$ cat src/hdl/counting_multiset_min_max_core_macros.svh
// ----------------------------------------------------------------------------
// Assertion macros for the counting multiset core
// Concurrent checks under the core clock, disabled while reset is held.
// ----------------------------------------------------------------------------
`ifndef COUNTING_MULTISET_MIN_MAX_CORE_MACROS_SVH
`define COUNTING_MULTISET_MIN_MAX_CORE_MACROS_SVH

// Same-cycle implication: when a holds, b must hold.
`define CMMM_ASSERT_IMPLY(label, clk, rst_n, a, b) \
    label: assert property (@(posedge clk) disable iff (!(rst_n)) (a) |-> (b)) \
        else $error("counting multiset check failed: same-cycle implication");

// Next-cycle implication: when a holds, b must hold in the following cycle.
`define CMMM_ASSERT_NEXT(label, clk, rst_n, a, b) \
    label: assert property (@(posedge clk) disable iff (!(rst_n)) (a) |=> (b)) \
        else $error("counting multiset check failed: next-cycle implication");

`endif

$ cat src/hdl/cmmm_pkg.sv
// ----------------------------------------------------------------------------
// cmmm_pkg
// Shared widths, register indexes and fault codes of the counting multiset.
// ----------------------------------------------------------------------------
`timescale 1ns / 1ps

package cmmm_pkg;

    // Width of values and range registers.
    localparam int VALUE_W = 16;
    // Signed width wide enough for base plus store span.
    localparam int SUM_W = 18;
    // Configuration register index width.
    localparam int CFG_INDEX_W = 1;

    localparam logic [CFG_INDEX_W-1:0] CFG_RANGE_LOW  = 1'd0;
    localparam logic [CFG_INDEX_W-1:0] CFG_RANGE_HIGH = 1'd1;

    typedef enum logic [1:0] {
        FAULT_OK     = 2'd0,
        FAULT_RANGE  = 2'd1,
        FAULT_ABSENT = 2'd2,
        FAULT_FULL   = 2'd3
    } t_fault;

    typedef enum logic {
        OP_INSERT = 1'b0,
        OP_REMOVE = 1'b1
    } t_op;

endpackage

$ cat src/hdl/cmmm_range_check.sv
// ----------------------------------------------------------------------------
// cmmm_range_check
// Range test of a value against the clipped window and its store index.
// ----------------------------------------------------------------------------
`timescale 1ns / 1ps

module cmmm_range_check
    import cmmm_pkg::*;
#(
    parameter int DEPTH = 1024
) (
    input  logic signed [VALUE_W-1:0] i_range_low,
    input  logic signed [VALUE_W-1:0] i_range_high,
    input  logic signed [VALUE_W-1:0] i_value,
    output logic                      o_in_range,
    output logic [$clog2(DEPTH)-1:0]  o_index
);

    localparam int ADDR_W = $clog2(DEPTH);
    localparam logic signed [SUM_W-1:0] SPAN = SUM_W'(DEPTH - 1);

    logic signed [SUM_W-1:0] w_x;
    logic signed [SUM_W-1:0] w_lo;
    logic signed [SUM_W-1:0] w_hi;
    logic signed [SUM_W-1:0] w_lim;
    logic signed [SUM_W-1:0] w_diff;

    assign w_x    = SUM_W'(i_value);
    assign w_lo   = SUM_W'(i_range_low);
    assign w_hi   = SUM_W'(i_range_high);
    assign w_lim  = w_lo + SPAN;
    assign w_diff = w_x - w_lo;

    // Clip the top of the window to the store span.
    assign o_in_range = (w_x >= w_lo) && (w_x <= w_hi) && (w_x <= w_lim);
    assign o_index    = w_diff[ADDR_W-1:0];

endmodule

$ cat config.mk
export PLATFORM = sky130hd
export DESIGN_NAME = cmmm_range_check
export DESIGN_NICKNAME = d
export VERILOG_FILES = /design/src/hdl/counting_multiset_min_max_core_macros.svh /design/src/hdl/cmmm_pkg.sv /design/src/hdl/cmmm_range_check.sv
export SDC_FILE = /design/constraint.sdc
export NUM_CORES = 1
export LEC_CHECK = 0
export ABC_AREA = 1
export BUFFER_PORTS_ARGS = -buffer_cell sky130_fd_sc_hd__buf_2
export CAP_MARGIN = 0
export CORE_MARGIN = 10
export CORE_UTILIZATION = 37
export DETAILED_ROUTE_END_ITERATION = 10
export GPL_ROUTABILITY_DRIVEN = 0
export PLACE_DENSITY = 0.63
export SYNTH_ARGS = -nofsm -noshare
export SYNTH_HDL_FRONTEND = slang
export SYNTH_SLANG_ARGS = --single-unit
$ cat constraint.sdc
create_clock -name vclk -period 2.35
set_input_delay 0.235 -clock vclk [all_inputs]
set_output_delay 0.235 -clock vclk [all_outputs]
set_load 0.01 [all_outputs]
==> results of run 1 <==
worst max-delay path, delay by kind of cell:
kind | cells | cell delay, ns
buffers and inverters | 4 | 0.49
xor gates and xnor gates | 1 | 0.19
AOI/OAI and AO/OA | 1 | 0.15
adders and majority gates | 1 | 0.27
and+or+nand+nor | 12 | 1.05
stage by stage:
stage / setup TNS (ns) / setup WS (ns) / hold slack (ns) / std cells / cell area [um2]
finish: -0.291 / -0.291 / 0.983 / 447 / 2490
global route: -0.539 / -0.539 / 1.02 / 447 / 2490
CTS: -0.293 / -0.293 / 0.987 / 447 / 2460
detailed placement: -0.467 / -0.467 / 0.987 / 444 / 2410
global placement: -0.392 / -0.392 / 0.969 / 444 / 2410
floorplan: -0.0500 / -0.0500 / 0.669 / 299 / 1890
layout make-up:
cell class / count / area, um2
inverters: 66 / 273
well taps: 67 / 83.8
fillers: 509 / 2290
repair buffers: 81 / 477
multi-input cells: 233 / 1660
layer usage:
metal,vias up,part of all wire,global-route usage
met1,815,0.46,0.157
met3,2,0.056,0.0133
met2,39,0.48,0.228
met5,-,0,0
met4,0,0.0068,0.00796
li1,1115,-,-
worst min path at each step:
stage | start | to | slack (ns) | cells past startpoint
floorplan | i_range_low[1] | o_index[1] | 0.67 | 2
global placement | i_value[9] | o_index[9] | 0.97 | 4
detailed placement | i_value[9] | o_index[9] | 0.99 | 4
CTS | i_value[9] | o_index[9] | 0.99 | 4
global route | i_value[9] | o_index[9] | 1.02 | 4
finish | i_value[9] | o_index[9] | 0.98 | 4
power by group through the flow:
stage                     Clock [mW]  Combinational [mW]  Sequential, mW
after CTS                          0               0.514               0
after floorplan                    0               0.307               0
after detailed placement           0               0.501               0
after global placement             0               0.492               0
after global routing               0               0.597               0
final                              0               0.521               0
synth_stat cells, drive strengths merged:
master	instances	area share
nand3	15	0.046
nor2	23	0.055
inv	64	0.13
clkinv	2	0.0041
nor3b	1	0.0041
a21oi	17	0.046
o21bai	1	0.0041
ha	50	0.34
xnor2	5	0.024
or2	1	0.0034
nand3b	2	0.0081
nand4	6	0.020
o21ai	10	0.029
a21o	2	0.0081
fa	1	0.011
and2	1	0.0034
nand2	78	0.17
xor2	17	0.081
nor3	3	0.020
kinds of logic (layout without fill, tap and decap cells):
kind of cell	after synthesis	count (layout)
compound gates	30	30
xor+xnor	22	22
fa+ha+maj	51	51
buf+inv	66	147
simple gates	130	130
repair_timing:
action,CTS,global route
hold endpoints to repair,0,0
setup buffers,3,0
setup endpoints to repair,1,1
cloned,0,0
gates resized for setup,7,10
pin swaps,16,1
==> run metrics, run 1 <==
outcome=complete, but fails checks; failing checks=negative setup slack; final setup fails=1; Slew headroom=0.765; first-pass iteration count of the detailed router=4; Max-Cap Viols=0; grt ovf=0; post-DP HPWL=4810 um; adder-cell share of the synthesized area=0.349; largest net degree at the start of global routing=6; P_leak=1.53 nW; Die Area=8230 um2; vias=1971; antenna violations before repair=0; Setup WS post-layout=-0.291 ns; Routed Antenna Nets=0; clock share of power=0; CTS Hold Bufs=0; synthesis-to-finish area growth=34.9%; simple-gate area share of the yosys netlist=0.325; multiplexer share of the synthesized area=0; period utilization=1.12; Setup crit end=o_in_range; required time of the critical path=2.12 ns; commonest non-fill, non-tap cell in the layout=nand2_1; Worst path slowest cell=ha_1; FFs & Latches=0; synthesized area=1850 um2; largest family of logic cells by synthesized area=adder cells; number of global-route vias before repair=2015; die height=90.7 um; CP Data Arrival Time=2.41 ns; Chip Width=90.7 um; number of nets in the layout=481; Port Buffers=59; Combinational Power Share=1.000; io pins=59; Initial Utilization=0.386; Synth Instances=299; Pwr Density=209 nW/um2; Final Hold Fails=0; WL final=5260 um; Worst setup EP type=output port; commonest non-fill, non-tap cells in the layout=69 x nand2_1, 58 x inv_1, 57 x buf_2; Switching Share=0.557; GRT Resource Usage Total=0.125; clock buffers=0; WL/cell=11.8 um; sequential area share after synthesis=0; Design Power=0.521 mW; Crit Path Class=primary input to output port; post-synthesis cell type count=27; Worst Setup SP=i_range_low[1]; fin util=0.521; # diodes=0; sequential share of power=0; Mean Syn Cell Area=6.18 um2; critical path startpoint category=primary input; Synth warnings=0; min-delay worst type=primary input to output port; Mapped Nets=398; first-pass GRT wire length=9070 um; FMAX=379 MHz; max-slew violations=0; core region area=4790 um2; crit path cell chain=buf_6 > buf_4 > nor2_1 > nand2_1 > nor2_4 > nand3_2 > nand3_1 > xor2_1 > ha_1 > nand2_2 > buf_4 > nor2_1 > a21oi_2 > nand3_1 > nand2_1 > nand2_1 > nand2_2 > nor2_2 > buf_2; post-synthesis compound-gate area fraction=0.0873; RSZ-0062 raised after global routing=true; Critical Path Max Stage Delay=0.27 ns; # rows=25; share of layout cells above drive strength 1=0.292; drt drc=0; register area=0 um2; worst-margin pin slew=0.350 ns; internal power=0.231 mW; Vias/cell=4.41; most numerous cell on the critical path=nand2_1; minimum clock period=2.64 ns; Max VDD drop=0.130 mV; CP max FO=3; First DRT Iteration DRCs=36; Post-Synth XOR/XNOR Area=0.104; sw power=0.290 mW
Power figures use the tool's default switching activity.
==> inputs of run 2 (changes only) <==
- ABC_AREA: 1 -> 0
- GPL_TIMING_DRIVEN: unset -> 0
- PLACE_DENSITY: 0.63 -> 0.64
==> run metrics, run 2 <==
Synth warnings=0 (unchanged); First DRT Iteration DRCs=56 (+56%); Pwr Density=212 nW/um2 (+1.7%); post-synthesis cell type count=38 (+41%); Mapped Nets=331 (-17%); critical path startpoint category=primary input; Synth Instances=232 (-22%); min-delay worst type=primary input to output port; Critical Path Max Stage Delay=0.31 ns (+0.04 ns); crit path cell chain=buf_8 > inv_4 > nand4_1 > nor3_4 > xnor2_1 > ha_1 > a211oi_2 > nor2_1 > o211ai_1 > a21oi_1 > o31ai_1 > o211a_1 > buf_2; vias=1765 (-10%); Initial Utilization=0.382 (-0.00399); CP delay by family, top=compound AO/OA/AOI/OAI gates; Design Power=0.467 mW (-10%); share of layout cells above drive strength 1=0.294 (+0.00181); number of global-route vias before repair=1826 (-9.4%); drt drc=0 (unchanged); synthesized area=1680 um2 (-9.3%); # rows=24 (-4.0%); M1 WL=2200 um (-9.2%); post-DP HPWL=4270 um (-11%); CP Data Arrival Time=2.44 ns (+0.03 ns); DP Worst Slack=-0.472 ns (-0.00511 ns); period utilization=1.14 (+0.0154); buffers and inverters on the worst path=3 (-1); WL final=4730 um (-10%); first-pass iteration count of the detailed router=4 (unchanged); ranking of synthesized cells by area=ha_1 37%, xnor2_1 9.4%, inv_1 8.7%; number of nets in the layout=397 (-17%); Routed Antenna Nets=0 (unchanged); Chip Width=87.3 um (-3.7%); synthesis-to-finish area growth=31.0%; WL met3=237 um (-19%); # diodes=0 (unchanged); commonest non-fill, non-tap cells in the layout=53 x buf_2, 49 x ha_1, 33 x inv_1; non-filler cells, final=348 (-22%); Max VDD drop=0.173 mV (+33%); Max-Cap Viols=0 (unchanged); clock buffers=0 (unchanged); Setup WS post-layout=-0.327 ns (-0.0363 ns); Worst path slowest cell=nor3_4; Final Hold Fails=0 (unchanged); Worst setup EP type=output port; Vias/cell=5.07 (+15%); failing checks=negative setup slack; required time of the critical path=2.12 ns (about the same); DP Cell Count=343 (-23%); GRT Resource Usage Total=0.119 (-0.00576); first-pass GRT wire length=7810 um (-14%); P_leak=1.15 nW (-24%); sequential area share after synthesis=0 (unchanged); commonest non-fill, non-tap cell in the layout=buf_2; most numerous cell in the Yosys netlist=ha_1; area leader, netlist=ha_1; grt ovf=0 (unchanged); fin util=0.501 (-0.0202); Crit Path Class=primary input to output port; Die Area=7620 um2 (-7.3%); largest net degree at the start of global routing=7 (+1); antenna violations before repair=0 (unchanged); TNS Setup=-0.327 ns (-0.0363 ns); Slew headroom=0.788 (+0.0235); CP max FO=5 (+2); synth cell count leaders=50 x ha_1, 39 x inv_1, 18 x xnor2_1, 16 x a21oi_1; register area=0 um2 (unchanged); uppermost routed layer=met3; Mean Syn Cell Area=7.23 um2 (+17%); Port Buffers=59 (unchanged); worst-margin pin slew=0.314 ns (-0.0359 ns); post-synth top area share=0.373 (+0.0348); die height=87.3 um (-3.7%); outcome=complete, but fails checks; WL/cell=13.6 um (+16%); CTS Hold Bufs=0 (unchanged); final setup fails=1 (unchanged); core region area=4380 um2 (-8.4%); minimum clock period=2.68 ns (+0.0363 ns); FFs & Latches=0 (unchanged); RSZ-0062 raised after global routing=true; met2 routed WL=2300 um (-8.4%); max-slew violations=0 (unchanged); io pins=59 (unchanged); FMAX=374 MHz (-1.4%)
==> run 2: cell type report <==
| class | count | area [um2] |
|---|---|---|
| fillers | 436 | 2190 |
| inverters | 39 | 149 |
| multi-input cells | 193 | 1610 |
| well taps | 52 | 65.1 |
| repair buffers | 64 | 378 |
==> run 2: cell families (layout without fill, tap and decap cells) <==
kind of cell,count (synthesis),in the layout,synth area share
XOR/XNOR,19,19,0.0993
AND/OR/NAND/NOR,71,71,0.224
buffers and inverters,39,103,0.0873
AO/OA/AOI/OAI,52,52,0.204
adder cells (fa/ha/maj),51,51,0.385
==> run 2: final timing paths <==
kind	start	endpoint	slack [ns]	depth (start not counted)
worst min-delay path	i_range_low[1]	o_index[1]	0.94	4
worst max-delay path	i_range_low[5]	o_in_range	-0.33	13
==> run 2: where the power goes <==
group          total, mW  leakage [nW]  switching, mW  internal, mW
clock network          0             0              0             0
registers              0             0              0             0
logic              0.467          1.15          0.248         0.219
total              0.467          1.15          0.248         0.219
==> run 2: repair_timing <==
action	4_1_cts	5_1_grt
setup buffers	1	4
setup endpoints to repair	1	1
resized for setup	13	21
pin swaps	5	12
==> run 2: per-layer routing <==
metal	track usage	vias up
li1	-	967
met1	0.154	766
met2	0.210	32
met3	0.0187	0
met4	0	0
met5	0	-
==> run 2: metrics by stage <==
step                instance area, um2  hold WS, ns
floorplan                         1700        0.669
global placement                  2060        0.923
detailed placement                2060        0.933
CTS                               2120        0.943
global route                      2200        0.997
finish                            2200        0.940
